File: src/trce_pkg.sv
// package for the transport receiver connection engine
// operation, segment, connection state, status and fsm codes, default sizes
package trce_pkg;

   localparam int CONNECTIONS_DEF  = 16;
   localparam int BUFFER_BYTES_DEF = 4096;
   localparam logic [15:0] CLOSEWAIT_RESET = 16'd100;

   typedef enum logic [2:0] {
      OP_OPEN   = 3'd0,
      OP_ACCEPT = 3'd1,
      OP_CLOSE  = 3'd2,
      OP_READ   = 3'd3,
      OP_SEG    = 3'd4,
      OP_TICK   = 3'd5
   } op_type;

   typedef enum logic [2:0] {
      SEG_SYN     = 3'd0,
      SEG_SYNACK  = 3'd1,
      SEG_FIN     = 3'd2,
      SEG_FINACK  = 3'd3,
      SEG_DATA    = 3'd4,
      SEG_DATAACK = 3'd5
   } seg_kind_type;

   typedef enum logic [1:0] {
      CS_CLOSED = 2'd0,
      CS_LISTEN = 2'd1,
      CS_CONN   = 2'd2,
      CS_CWAIT  = 2'd3
   } conn_state_type;

   typedef enum logic [1:0] {
      STAT_OK      = 2'd0,
      STAT_FAIL    = 2'd1,
      STAT_NOTRDY  = 2'd2
   } status_type;

   typedef enum logic [1:0] {
      FSM_IDLE = 2'd0,
      FSM_EVAL = 2'd1,
      FSM_FIN  = 2'd2
   } fsm_type;

endpackage

File: src/trce_ram.sv
// generic single-write, single-read synchronous ram with registered read
// no dependencies
module trce_ram #(
   parameter int WIDTH = 8,
   parameter int DEPTH = 16
) (
   input  logic                     clock,
   input  logic                     we,
   input  logic [$clog2(DEPTH > 1 ? DEPTH : 2)-1:0] waddr,
   input  logic [WIDTH-1:0]         wdata,
   input  logic [$clog2(DEPTH > 1 ? DEPTH : 2)-1:0] raddr,
   output logic [WIDTH-1:0]         rdata
);
   logic [WIDTH-1:0] mem [DEPTH];
   logic [WIDTH-1:0] rdata_ff;

   always_ff @(posedge clock) begin
      if (we) begin
         mem[waddr] <= wdata;
      end
      rdata_ff <= mem[raddr];
   end
   assign rdata = rdata_ff;
endmodule

File: src/transport_receiver_connection_engine_top.sv
// transport receiver connection engine: connection table in one ram,
// read-modify-write sequencer. depends on trce_pkg and trce_ram
//
//  channel | ports                          | handshake
//  --------+--------------------------------+--------------------------------
//  request | start, busy, req_*             | taken when start and not busy
//  result  | rsp_strobe, rsp_*              | one cycle pulse, no stall
//  config  | csr_we, csr_wdata              | written when csr_we is high
//
// accept, close and read pass through ram read, update and result register.
// open, segment and tick sweep the table one entry per cycle through the ram
// read port; segment stops at the first matching entry, open then writes.
// reset clears the per-entry valid bits; an entry never written
// reads as all zero. results cannot be stalled.
module transport_receiver_connection_engine_top #(
   parameter int CONNECTIONS  = trce_pkg::CONNECTIONS_DEF,
   parameter int BUFFER_BYTES = trce_pkg::BUFFER_BYTES_DEF
) (
   input  logic        clock,
   input  logic        reset,
   input  logic        start,
   output logic        busy,
   input  logic [2:0]  req_operation,
   input  logic [15:0] req_local_port,
   input  logic [3:0]  req_socket_id,
   input  logic [12:0] req_read_length,
   input  logic [2:0]  req_seg_type,
   input  logic [15:0] req_seg_src_port,
   input  logic [15:0] req_seg_dest_port,
   input  logic [31:0] req_seg_seq_num,
   input  logic [12:0] req_seg_length,
   output logic        rsp_strobe,
   output logic [1:0]  rsp_status,
   output logic [3:0]  rsp_socket_out,
   output logic        rsp_ack_valid,
   output logic [2:0]  rsp_ack_type,
   output logic [15:0] rsp_ack_src_port,
   output logic [15:0] rsp_ack_dest_port,
   output logic [31:0] rsp_ack_num,
   output logic        rsp_store_valid,
   output logic [11:0] rsp_buffer_offset,
   output logic [3:0]  rsp_buffer_socket,
   input  logic        csr_we,
   input  logic [15:0] csr_wdata
);
   import trce_pkg::*;

   localparam int AW = $clog2(CONNECTIONS > 1 ? CONNECTIONS : 2);
   localparam int HW = $clog2(BUFFER_BYTES);
   localparam int FW = HW + 1;
   localparam int SW = (FW > 13 ? FW : 13) + 1;
   localparam logic [SW-1:0] BB = SW'(BUFFER_BYTES);
   localparam logic [AW-1:0] LAST = AW'(CONNECTIONS - 1);

   typedef struct packed {
      logic           used;
      logic [15:0]    sport;
      logic [15:0]    cport;
      conn_state_type cstate;
      logic [31:0]    exp;
      logic [HW-1:0]  head;
      logic [FW-1:0]  fill;
      logic [15:0]    cw;
   } rec_type;

   typedef struct packed {
      status_type    status;
      logic [3:0]    sock;
      logic          ack_valid;
      seg_kind_type  ack_type;
      logic [15:0]   ack_src;
      logic [15:0]   ack_dest;
      logic [31:0]   ack_num;
      logic          store;
      logic [11:0]   offset;
      logic [3:0]    bsock;
   } rsp_type;

   fsm_type state_ff, state_in;
   logic [15:0] cwt_ff;
   op_type      op_ff;
   logic [15:0] port_ff, src_ff, dst_ff;
   logic [AW-1:0] idx_ff, idx_in;
   logic [12:0] rlen_ff, slen_ff;
   seg_kind_type stype_ff;
   logic [31:0] seq_ff;
   logic        hit_ff, hit_in, free_ok_ff, free_ok_in;
   logic [AW-1:0] free_ff, free_in;
   logic [CONNECTIONS-1:0] vld_ff;
   logic        rvld_ff;
   logic        fire_ff;
   rsp_type     rsp_ff, rsp;
   logic        fire, done;

   logic           we;
   logic [AW-1:0]  waddr, raddr;
   rec_type        wrec, rec, rdata;

   logic start_ok, sid_ok;
   logic [SW-1:0] fill_x, len_x, sum_x;
   logic [FW:0]   ring;

   trce_ram #(.WIDTH($bits(rec_type)), .DEPTH(CONNECTIONS)) u_tab (
      .clock(clock), .we(we), .waddr(waddr), .wdata(wrec),
      .raddr(raddr), .rdata(rdata)
   );

   assign rec  = rvld_ff ? rdata : '0;
   assign busy = (state_ff != FSM_IDLE);
   assign start_ok = start && !busy;
   assign sid_ok = 32'(req_socket_id) < CONNECTIONS;

   // read address: requested socket or entry zero on a transaction, next entry while sweeping
   always_comb begin
      raddr = idx_ff + AW'(1);
      idx_in = idx_ff + AW'(1);
      if (state_ff == FSM_IDLE) begin
         raddr = (req_operation == OP_ACCEPT || req_operation == OP_CLOSE ||
                  req_operation == OP_READ) ? AW'(req_socket_id) : '0;
         idx_in = raddr;
      end
   end

   // next state
   always_comb begin
      state_in = state_ff;
      unique case (state_ff)
         FSM_IDLE: begin
            if (start_ok) begin
               unique case (req_operation)
                  OP_OPEN, OP_SEG, OP_TICK:      state_in = FSM_EVAL;
                  OP_ACCEPT, OP_CLOSE, OP_READ: if (sid_ok) state_in = FSM_EVAL;
                  default:                       state_in = FSM_IDLE;
               endcase
            end
         end
         FSM_EVAL: if (done) state_in = (op_ff == OP_OPEN) ? FSM_FIN : FSM_IDLE;
         FSM_FIN:  state_in = FSM_IDLE;
         default:  state_in = FSM_IDLE;
      endcase
   end

   // datapath and result
   always_comb begin
      we = 1'b0;
      waddr = idx_ff;
      wrec = rec;
      fire = 1'b0;
      done = 1'b0;
      rsp = '0;
      rsp.status = STAT_FAIL;
      hit_in = hit_ff;
      free_ok_in = free_ok_ff;
      free_in = free_ff;
      fill_x = SW'(rec.fill);
      len_x = (op_ff == OP_READ) ? SW'(rlen_ff) : SW'(slen_ff);
      sum_x = fill_x + len_x;
      ring = (FW+1)'(rec.head) + (FW+1)'(rec.fill);
      if (ring >= (FW+1)'(BUFFER_BYTES)) ring = ring - (FW+1)'(BUFFER_BYTES);
      unique case (state_ff)
         FSM_IDLE: begin
            hit_in = 1'b0;
            free_ok_in = 1'b0;
            free_in = '0;
            if (start_ok && state_in == FSM_IDLE) fire = 1'b1;
         end
         FSM_EVAL: begin
            case (op_ff)
               OP_ACCEPT: begin
                  done = 1'b1;
                  fire = 1'b1;
                  if (rec.used) begin
                     unique case (rec.cstate)
                        CS_CLOSED: begin
                           we = 1'b1;
                           wrec.cstate = CS_LISTEN;
                           rsp.status = STAT_NOTRDY;
                        end
                        CS_LISTEN: rsp.status = STAT_NOTRDY;
                        CS_CONN:   rsp.status = STAT_OK;
                        default:   rsp.status = STAT_FAIL;
                     endcase
                  end
               end
               OP_CLOSE: begin
                  done = 1'b1;
                  fire = 1'b1;
                  if (rec.used && rec.cstate == CS_CLOSED) begin
                     we = 1'b1;
                     wrec = '0;
                     rsp.status = STAT_OK;
                  end
               end
               OP_READ: begin
                  done = 1'b1;
                  fire = 1'b1;
                  if (rec.used && rec.cstate == CS_CONN) begin
                     if (fill_x < len_x) begin
                        rsp.status = STAT_NOTRDY;
                     end else begin
                        ring = (FW+1)'(rec.head) + (FW+1)'(rlen_ff);
                        if (ring >= (FW+1)'(BUFFER_BYTES))
                           ring = ring - (FW+1)'(BUFFER_BYTES);
                        we = 1'b1;
                        wrec.head = HW'(ring);
                        wrec.fill = FW'(fill_x - len_x);
                        rsp.status = STAT_OK;
                        rsp.offset = 12'(rec.head);
                        rsp.bsock = 4'(idx_ff);
                     end
                  end
               end
               OP_OPEN: begin
                  if (rec.used && rec.sport == port_ff) hit_in = 1'b1;
                  if (!rec.used && !free_ok_ff) begin
                     free_ok_in = 1'b1;
                     free_in = idx_ff;
                  end
                  done = (idx_ff == LAST);
               end
               OP_SEG: begin
                  if (rec.used && rec.sport == dst_ff) begin
                     done = 1'b1;
                     fire = 1'b1;
                     unique case (rec.cstate)
                        CS_LISTEN: if (stype_ff == SEG_SYN) begin
                           we = 1'b1;
                           wrec.cport = src_ff;
                           wrec.cstate = CS_CONN;
                           wrec.exp = seq_ff;
                           rsp.status = STAT_OK;
                           rsp.ack_valid = 1'b1;
                           rsp.ack_type = SEG_SYNACK;
                        end
                        CS_CONN: if (rec.cport == src_ff) begin
                           case (stype_ff)
                              SEG_SYN: begin
                                 we = 1'b1;
                                 wrec.exp = seq_ff;
                                 rsp.status = STAT_OK;
                                 rsp.ack_valid = 1'b1;
                                 rsp.ack_type = SEG_SYNACK;
                              end
                              SEG_DATA: begin
                                 if (seq_ff == rec.exp && sum_x <= BB) begin
                                    we = 1'b1;
                                    wrec.fill = FW'(sum_x);
                                    wrec.exp = seq_ff + 32'(slen_ff);
                                    rsp.store = 1'b1;
                                    rsp.offset = 12'(ring);
                                    rsp.bsock = 4'(idx_ff);
                                 end
                                 rsp.status = STAT_OK;
                                 rsp.ack_valid = 1'b1;
                                 rsp.ack_type = SEG_DATAACK;
                                 rsp.ack_num = wrec.exp;
                              end
                              SEG_FIN: begin
                                 we = 1'b1;
                                 wrec.cstate = CS_CWAIT;
                                 wrec.cw = cwt_ff;
                                 rsp.status = STAT_OK;
                                 rsp.ack_valid = 1'b1;
                                 rsp.ack_type = SEG_FINACK;
                              end
                              default: rsp.status = STAT_FAIL;
                           endcase
                        end
                        CS_CWAIT: if (rec.cport == src_ff && stype_ff == SEG_FIN) begin
                           rsp.status = STAT_OK;
                           rsp.ack_valid = 1'b1;
                           rsp.ack_type = SEG_FINACK;
                        end
                        default: rsp.status = STAT_FAIL;
                     endcase
                     if (rsp.ack_valid) begin
                        rsp.ack_src = wrec.sport;
                        rsp.ack_dest = wrec.cport;
                     end
                  end else if (idx_ff == LAST) begin
                     done = 1'b1;
                     fire = 1'b1;
                  end
               end
               OP_TICK: begin
                  if (rec.used && rec.cstate == CS_CWAIT) begin
                     we = 1'b1;
                     if (rec.cw != '0) wrec.cw = rec.cw - 16'd1;
                     if (wrec.cw == '0) wrec.cstate = CS_CLOSED;
                  end
                  if (idx_ff == LAST) begin
                     done = 1'b1;
                     fire = 1'b1;
                     rsp.status = STAT_OK;
                  end
               end
               default: begin
                  done = 1'b1;
                  fire = 1'b1;
               end
            endcase
         end
         FSM_FIN: begin
            fire = 1'b1;
            if (!hit_ff && free_ok_ff) begin
               we = 1'b1;
               waddr = free_ff;
               wrec = '0;
               wrec.used = 1'b1;
               wrec.sport = port_ff;
               rsp.status = STAT_OK;
               rsp.sock = 4'(free_ff);
            end
         end
         default: fire = 1'b0;
      endcase
   end

   always_ff @(posedge clock) begin
      if (reset) begin
         state_ff <= FSM_IDLE;
         cwt_ff <= CLOSEWAIT_RESET;
         vld_ff <= '0;
         fire_ff <= 1'b0;
      end else begin
         state_ff <= state_in;
         if (csr_we) cwt_ff <= csr_wdata;
         if (we) vld_ff[waddr] <= 1'b1;
         fire_ff <= fire;
      end
   end

   always_ff @(posedge clock) begin
      rvld_ff <= vld_ff[raddr];
      idx_ff <= idx_in;
      hit_ff <= hit_in;
      free_ok_ff <= free_ok_in;
      free_ff <= free_in;
      if (fire) rsp_ff <= rsp;
      if (start_ok) begin
         op_ff <= op_type'(req_operation);
         port_ff <= req_local_port;
         rlen_ff <= req_read_length;
         stype_ff <= seg_kind_type'(req_seg_type);
         src_ff <= req_seg_src_port;
         dst_ff <= req_seg_dest_port;
         seq_ff <= req_seg_seq_num;
         slen_ff <= req_seg_length;
      end
   end

   assign rsp_strobe        = fire_ff;
   assign rsp_status        = rsp_ff.status;
   assign rsp_socket_out    = rsp_ff.sock;
   assign rsp_ack_valid     = rsp_ff.ack_valid;
   assign rsp_ack_type      = rsp_ff.ack_type;
   assign rsp_ack_src_port  = rsp_ff.ack_src;
   assign rsp_ack_dest_port = rsp_ff.ack_dest;
   assign rsp_ack_num       = rsp_ff.ack_num;
   assign rsp_store_valid   = rsp_ff.store;
   assign rsp_buffer_offset = rsp_ff.offset;
   assign rsp_buffer_socket = rsp_ff.bsock;
endmodule

File: config.mk
export PLATFORM = sky130hd
export DESIGN_NAME = transport_receiver_connection_engine_top
export DESIGN_NICKNAME = d
export VERILOG_FILES = /design/src/trce_pkg.sv /design/src/trce_ram.sv /design/src/transport_receiver_connection_engine_top.sv
export SDC_FILE = /design/constraint.sdc
export NUM_CORES = 2
export LEC_CHECK = 0
export CORE_ASPECT_RATIO = 1.2
export CORE_MARGIN = 2
export CORE_UTILIZATION = 40
export CTS_CLUSTER_SIZE = 40
export DETAILED_ROUTE_END_ITERATION = 10
export DONT_BUFFER_PORTS = 1
export GPL_ROUTABILITY_DRIVEN = 0
export GPL_TIMING_DRIVEN = 0
export PLACE_DENSITY_LB_ADDON = 0.1
export SYNTH_ARGS = -nofsm -noshare
export SYNTH_HDL_FRONTEND = slang
export SYNTH_SLANG_ARGS = --single-unit
File: constraint.sdc
create_clock -name clock -period 30.1 [get_ports clock]
set_input_delay 0 -clock clock [delete_from_list [all_inputs] [get_ports clock]]
set_output_delay 0 -clock clock [all_outputs]
set_load 0.005 [all_outputs]
Yosys cells after proc, flatten, opt, wreduce, memory -nomap -nowiden
Memory sizes are Yosys's and may differ from the RTL's. A register that Yosys moved wholly into a read port is not among the register bits.
Index checks and enable logic that the tools add are counted.
{"block": "word_totals", "elab_cells": 224, "inputBits": 136, "mem_count": 1, "ram_bits": 1728, "regBits": 249, "output_inout_bits": 93}
{"name": "u_tab.mem", "depth": 16, "width": 108, "read_ports": 1, "rd_clocked_by_memory_dff": 1, "write_ports": 1, "line_no": "trce_ram.sv:14", "source": "logic [WIDTH-1:0] mem [DEPTH];"}
{"block": "classes", "order_cmp": 7, "mux": 116, "n_addsub": 9, "eq_ne": 25, "n_reduce_logical": 38, "bitwise": 1}
{"operator": "2-to-1 mux 108 bit", "count": 3}
{"operator": "case mux 108 bit (2 select lines)", "count": 1}
{"operator": "2-to-1 mux 16 bit", "count": 13}
{"operator": "case mux 32 bit (2 select lines)", "count": 2}
{"operator": "2-to-1 mux 50 bit", "count": 2}
{"operator": "2-to-1 mux 29 bit", "count": 3}
{"operator": "case mux 34 bit (2 select lines)", "count": 1}
{"operator": "case mux 16 bit (2 select lines)", "count": 2}
{"operator": "2-to-1 mux 25 bit", "count": 2}
{"operator": "== test 16 bit", "count": 3}
{"operator": "2-to-1 mux 4 bit", "count": 12}
{"operator": "case mux 16 bit (3 select lines)", "count": 1}
{"operator": "2-to-1 mux 13 bit", "count": 3}
{"operator": "case mux 13 bit (3 select lines)", "count": 1}
{"operator": "2-to-1 mux 17 bit", "count": 2}
{"operator": "2-to-1 mux 34 bit", "count": 1}
{"operator": "adder 32 x 13 -> 32 bit", "count": 1}
{"operator": "== test 32 bit", "count": 1}
{"operator": "2-to-1 mux 32 bit", "count": 1}
{"operator": "2-to-1 mux 1 bit", "count": 30}
{"operator": "adder 12 x 13 -> 14 bit", "count": 2}
{"operator": ">= comparator 14 x 13 -> 1 bit (second input constant)", "count": 2}
{"operator": "2-to-1 mux 12 bit", "count": 2}
{"operator": "2-to-1 mux 2 bit", "count": 12}
{"operator": "45 further kinds", "count": 93}

Depth between registers and ports, before layout
{"block": "depth", "ltp_word": 14, "depth_mapped": 28, "ltp_nobuf": 19}

Hierarchy
From an unflattened synthesis, not the netlist that was laid out.
{"block": "hier_totals", "hier_cells": 5052, "area_unflattened_um2": 86140.1}
{"mod": "trce_ram", "cells_per_inst": 2762, "seq_area_each_um2": 54051.8, "area_per_inst_um2": 66781.5, "n_inst": 1}
{"mod": "transport_receiver_connection_engine_top", "cells_per_inst": 2290, "seq_area_each_um2": 7046.8, "area_per_inst_um2": 19358.6, "n_inst": 1}

Worst setup path after synthesis
OpenSTA, ideal clock, no wires.
{"block": "synth_timing", "path_kind": "reg-to-reg", "start": "register rvld_ff", "end": "memory u_tab.mem[14][0] in the netlist's numbering, enable pin", "required_ns": 29.257, "n_path_buf": 8, "path_slack_ns": 14.374, "path_stages_with_launch": 24, "t_arrival_ns": 14.883, "setup_time_ns": 0.843, "period_less_slack_ns": 15.726, "path_cell_list": "dfxtp_1 -> buf_2 -> buf_2 -> clkbuf_1 -> buf_2 -> buf_2 -> buf_2 -> clkbuf_1 -> buf_1 -> nand2_1 -> inv_1 -> ha_1 -> inv_1 -> fa_1 -> nand2b_1 -> a21oi_2 -> o31a_1 -> nand3_1 -> a311o_1 -> xnor2_1 -> o21ai_1 -> a31o_2 -> a21oi_2 -> nor4_1"}
{"block": "synth_between", "elab_chain_cells": 13, "word_cells_on_any_way": 31, "classes_between": "add/sub: 1; order compare: 2; eq/ne: 6; mux: 16; reduce/logical: 6"}
{"item": "start: declaration", "line_no": "transport_receiver_connection_engine_top.sv:90", "source": "logic rvld_ff;"}
{"item": "start signal: assignment", "line_no": "transport_receiver_connection_engine_top.sv:334", "source": "rvld_ff <= vld_ff[raddr];"}
{"item": "2-to-1 mux 108 bit (*)", "line_no": "transport_receiver_connection_engine_top.sv:108", "source": "assign rec = rvld_ff ? rdata : '0;"}
{"item": "adder 13 x 13 -> 14 bit", "line_no": "transport_receiver_connection_engine_top.sv:157", "source": "sum_x = fill_x + len_x;"}
{"item": "less-or-equal comparator 14 x 13 -> 1 bit", "line_no": "transport_receiver_connection_engine_top.sv:245", "source": "if (seq_ff == rec.exp && sum_x <= BB) begin"}
{"item": "logical AND 1 bit", "line_no": "transport_receiver_connection_engine_top.sv:245"}
{"item": "2-to-1 mux 1 bit", "line_no": "transport_receiver_connection_engine_top.sv:245"}
{"item": "case mux 1 bit (2 select lines)", "line_no": "transport_receiver_connection_engine_top.sv:236", "source": "case (stype_ff)"}
{"item": "2-to-1 mux 1 bit", "line_no": "transport_receiver_connection_engine_top.sv:235", "source": "CS_CONN: if (rec.cport == src_ff) begin"}
{"item": "case mux 1 bit (2 select lines)", "line_no": "transport_receiver_connection_engine_top.sv:225", "source": "unique case (rec.cstate)"}
{"item": "2-to-1 mux 1 bit", "line_no": "transport_receiver_connection_engine_top.sv:222", "source": "if (rec.used && rec.sport == dst_ff) begin"}
{"item": "case mux 1 bit (5 select lines) (*)", "line_no": "transport_receiver_connection_engine_top.sv:168", "source": "case (op_ff)"}
{"item": "case mux 1 bit (2 select lines) (*)", "line_no": "transport_receiver_connection_engine_top.sv:160", "source": "unique case (state_ff)"}
{"item": "2-to-1 mux 1 bit (*)", "line_no": "trce_ram.sv:18", "source": "if (we) begin"}
{"item": "2-to-1 mux 1 bit (not written as such) (*)", "line_no": "trce_ram.sv:19", "source": "mem[waddr] <= wdata;"}
{"item": "end: declaration", "line_no": "trce_ram.sv:14"}
Every way passes the cells marked *; elsewhere a longest branch is shown, timed or not.

Worst setup path in the final report
{"block": "layout_timing", "start": "register rvld_ff", "end": "memory u_tab.mem[6][41] in the netlist's numbering, enable pin"}
The elaborated chain is that of the path after synthesis.

==> flow_metrics.tcl <==
set metrics [dict create \
    status "finished with violations" \
    failed_checks "capacitance limit, slew limit" \
    coreArea_sq_um 220600 \
    area_growth_pct 17.85 \
    pin_count 229 \
    cts_tree "built" \
    drt_iter0_drc 7237 \
    clkLatencyLatePin_ns 0.91 \
    cp-start-kind "flop" \
    syn_area_sq_um 88640 \
    grt_max_degree 47 \
    final_util_pct 47.34 \
    cpPeakStageDelay_ns 0.96 \
    critPathMaxFanout 10 \
    cts_buffers 217 \
    hold_class "in -> reg" \
    wirelength_mm 326.1 \
    place_hpwl_mm 237.0 \
    clock_sinks 2084 \
    max_freq_ghz 0.07621 \
    synth-edff-count 1936 \
    grt_usage_pct 28.31 \
    wl_per_cell_microns 28.99 \
    dieArea_sq_um 225400 \
    rows 189 \
    p_leak_uw 0.03635 \
    synth_nets 7670 \
    dpl.cell_count 10570 \
    setup_viol 0 \
    layout-drive-gt1-share_pct 7.505 \
    worst_pin_slew_ns 1.570 \
    io_buffers 0 \
    slowest_stage "clkbuf_1" \
    maxCapViolCount 3 \
    synthDistinctLibCells 83 \
    mostFrequentLayoutCells "2,041 x nand2_1, 1,936 x edfxtp_1, 494 x nand3_1" \
    vdd_drop_max_mv 0.05431 \
    grt_pass1_wl_mm 457.8 \
    antenna_found_initial 44 \
    finClkSkew_ns 0.06704 \
    synth_ff_type "edfxtp_1" \
    drc_errors 0 \
    rsz0062_at_grt "false" \
    syn_area_per_cell_sq_um 11.89 \
    hold_violations 0 \
    syn_inst 7456 \
    root_buffer "clkbuf_16" \
    cp.arrival_ns 13.70 \
    die_width_microns 433.7 \
    synth_top_area_share_pct 65.59 \
    critPathRequiredTime_ns 30.68 \
    firstDrtPassIters 8 \
    clk_pin_slew_ns 0.06 \
    dpl-instance-area_sq_um 94760 \
    fin_crit_sh_pct 43.59 \
    ctsResizeCount 0 \
    grt_overflow 0 \
    slew_viol_final 24 \
    fillers 19930 \
    cts_htree_levels 4 \
    ys_async_sr_fraction_pct 0 \
    die_h_microns 519.7 \
    post_drt_via_cell_ratio 5.788 \
    hold_buffers 259 \
    worstSetupEndpointType "flop" \
    floorplan.initialDensity_pct 40.17 \
    period_minus_slack_ns 13.12 \
    yosysSeqAreaShare_pct 68.93 \
    slew-limit-headroom_pct -6.158 \
    synth_area_leaders "edfxtp_1 66%, nand2_1 8.6%, dfxtp_1 3.3%" \
    p_per_area_nw_per_um2 69.56 \
    antenna_left 0 \
    num_vias 65110 \
    layout_commonest_cell "nand2_1" \
    critPathKind "reg -> reg" \
    tns_ns 0 \
    fin_cells 11250 \
    synth_warnings 0 \
    synth-seq-cells 2084 \
    grt_pass1_vias 62600 \
    cts.path.max_buffers 4 \
    fin_nets 8303 \
    post_cts_buffers 0 \
    yosysTopAreaCell "edfxtp_1" \
    postLayoutCellArea_sq_um 104500 \
]
==> power breakdown <==
part	switching, uW	internal (uW)	leakage, uW
logic	861	329	0.0138
clock network	1150	1510	0.00338
registers	93.4	3320	0.0191
==> per-layer routing <==
layer / global-route usage [%] / share of wire [%]
met3: 5.356 / 7.5
met1: 36.40 / 40
met5: 0 / 0.053
met4: 14.25 / 5.9
met2: 45.72 / 47
==> layout make-up <==
| type | instances | area (sq um) | area share (%) |
|---|---|---|---|
| repair buffers | 414 | 4782 | 4.578 |
| clock buffers | 280 | 5879 | 5.629 |
| well taps | 2960 | 3704 | 3.546 |
| inverters | 102 | 382.9 | 0.3665 |
| multi-input cells | 4760 | 25460 | 24.38 |
| diodes | 28 | 70.07 | 0.06708 |
| plain buffers | 510 | 2042 | 1.955 |
| clock inverters | 111 | 1033 | 0.9894 |
| flip-flops and latches | 2084 | 61100 | 58.49 |
==> sequential cells by signal (all words and copies together) (netlist names), 2 cells and up <==
register           count
u_tab.mem           1728
u_tab.rdata          108
rsp_ack_num           32
seq_ff                32
cwt_ff                16
dst_ff                16
port_ff               16
rsp_ack_dest_port     16
rsp_ack_src_port      16
src_ff                16
vld_ff                16
rlen_ff               13
slen_ff               13
rsp_buffer_offset     12
free_ff                4
idx_ff                 4
rsp_buffer_socket      4
rsp_socket_out         4
op_ff                  3
rsp_ack_type           3
stype_ff               3
rsp_status             2
state_ff               2
==> worst paths after layout <==
kind / slack [ns] / cells after the start / from / endpoint
setup / recovery: 16.98 / 30 / rvld_ff / u_tab.mem[6][41]
hold reg to reg: 0.48 / 2 / vld_ff[11] / vld_ff[11]
hold / removal: 0.09 / 5 / req_socket_id[2] / u_tab.rdata[4]
setup reg to reg: 16.98 / 30 / rvld_ff / u_tab.mem[6][41]
==> metrics by stage <==
| stage | setup WS, ns | total power (uW) | hold WS [ns] |
|---|---|---|---|
| after floorplan | 14.37 | 4072 | 0.09887 |
| after global placement | -2.003 | 4584 | 0.09892 |
| after detailed placement | 17.65 | 4612 | 0.09891 |
| after CTS | 17.62 | 7281 | 0.02763 |
| after global routing | 17.12 | 7486 | 0.1559 |
| final | 16.98 | 7266 | 0.08759 |
==> logic make-up (layout without fill, tap and decap cells) <==
kind of cell / Yosys count / in the layout / share of synthesized area [%]
XOR/XNOR: 92 / 92 / 0.9091
flip-flops: 2084 / 2084 / 68.93
AO/OA/AOI/OAI: 1300 / 1300 / 10.14
buffers and inverters: 612 / 1417 / 2.688
multiplexers: 26 / 26 / 0.3063
adder cells (fa/ha/maj): 78 / 78 / 1.143
other: 0 / 28 / 0
AND/OR/NAND/NOR: 3264 / 3264 / 15.88
==> worst max-delay path: cells and delay by family, from the launching register on <==
kind                     cells  cell delay [ns]
AO/OA/AOI/OAI                5             1.67
adder cells (fa/ha/maj)      1             0.26
buffers and inverters       20             7.95
flip-flops                   1             0.64
AND/OR/NAND/NOR              4             2.19
==> Yosys cell counts (44+ instances only) <==
master,n
nand2_1,2041
edfxtp_1,1936
nand3_1,494
clkbuf_1,430
a311oi_1,329
a21oi_1,297
nor2_1,259
and3_1,231
o21ai_0,168
a31oi_1,150
dfxtp_1,148
inv_1,101
ha_1,73
xnor2_1,66
o22ai_1,55
and2_1,51
buf_1,45
nor3_1,44
Power figures use the tool's default switching activity.
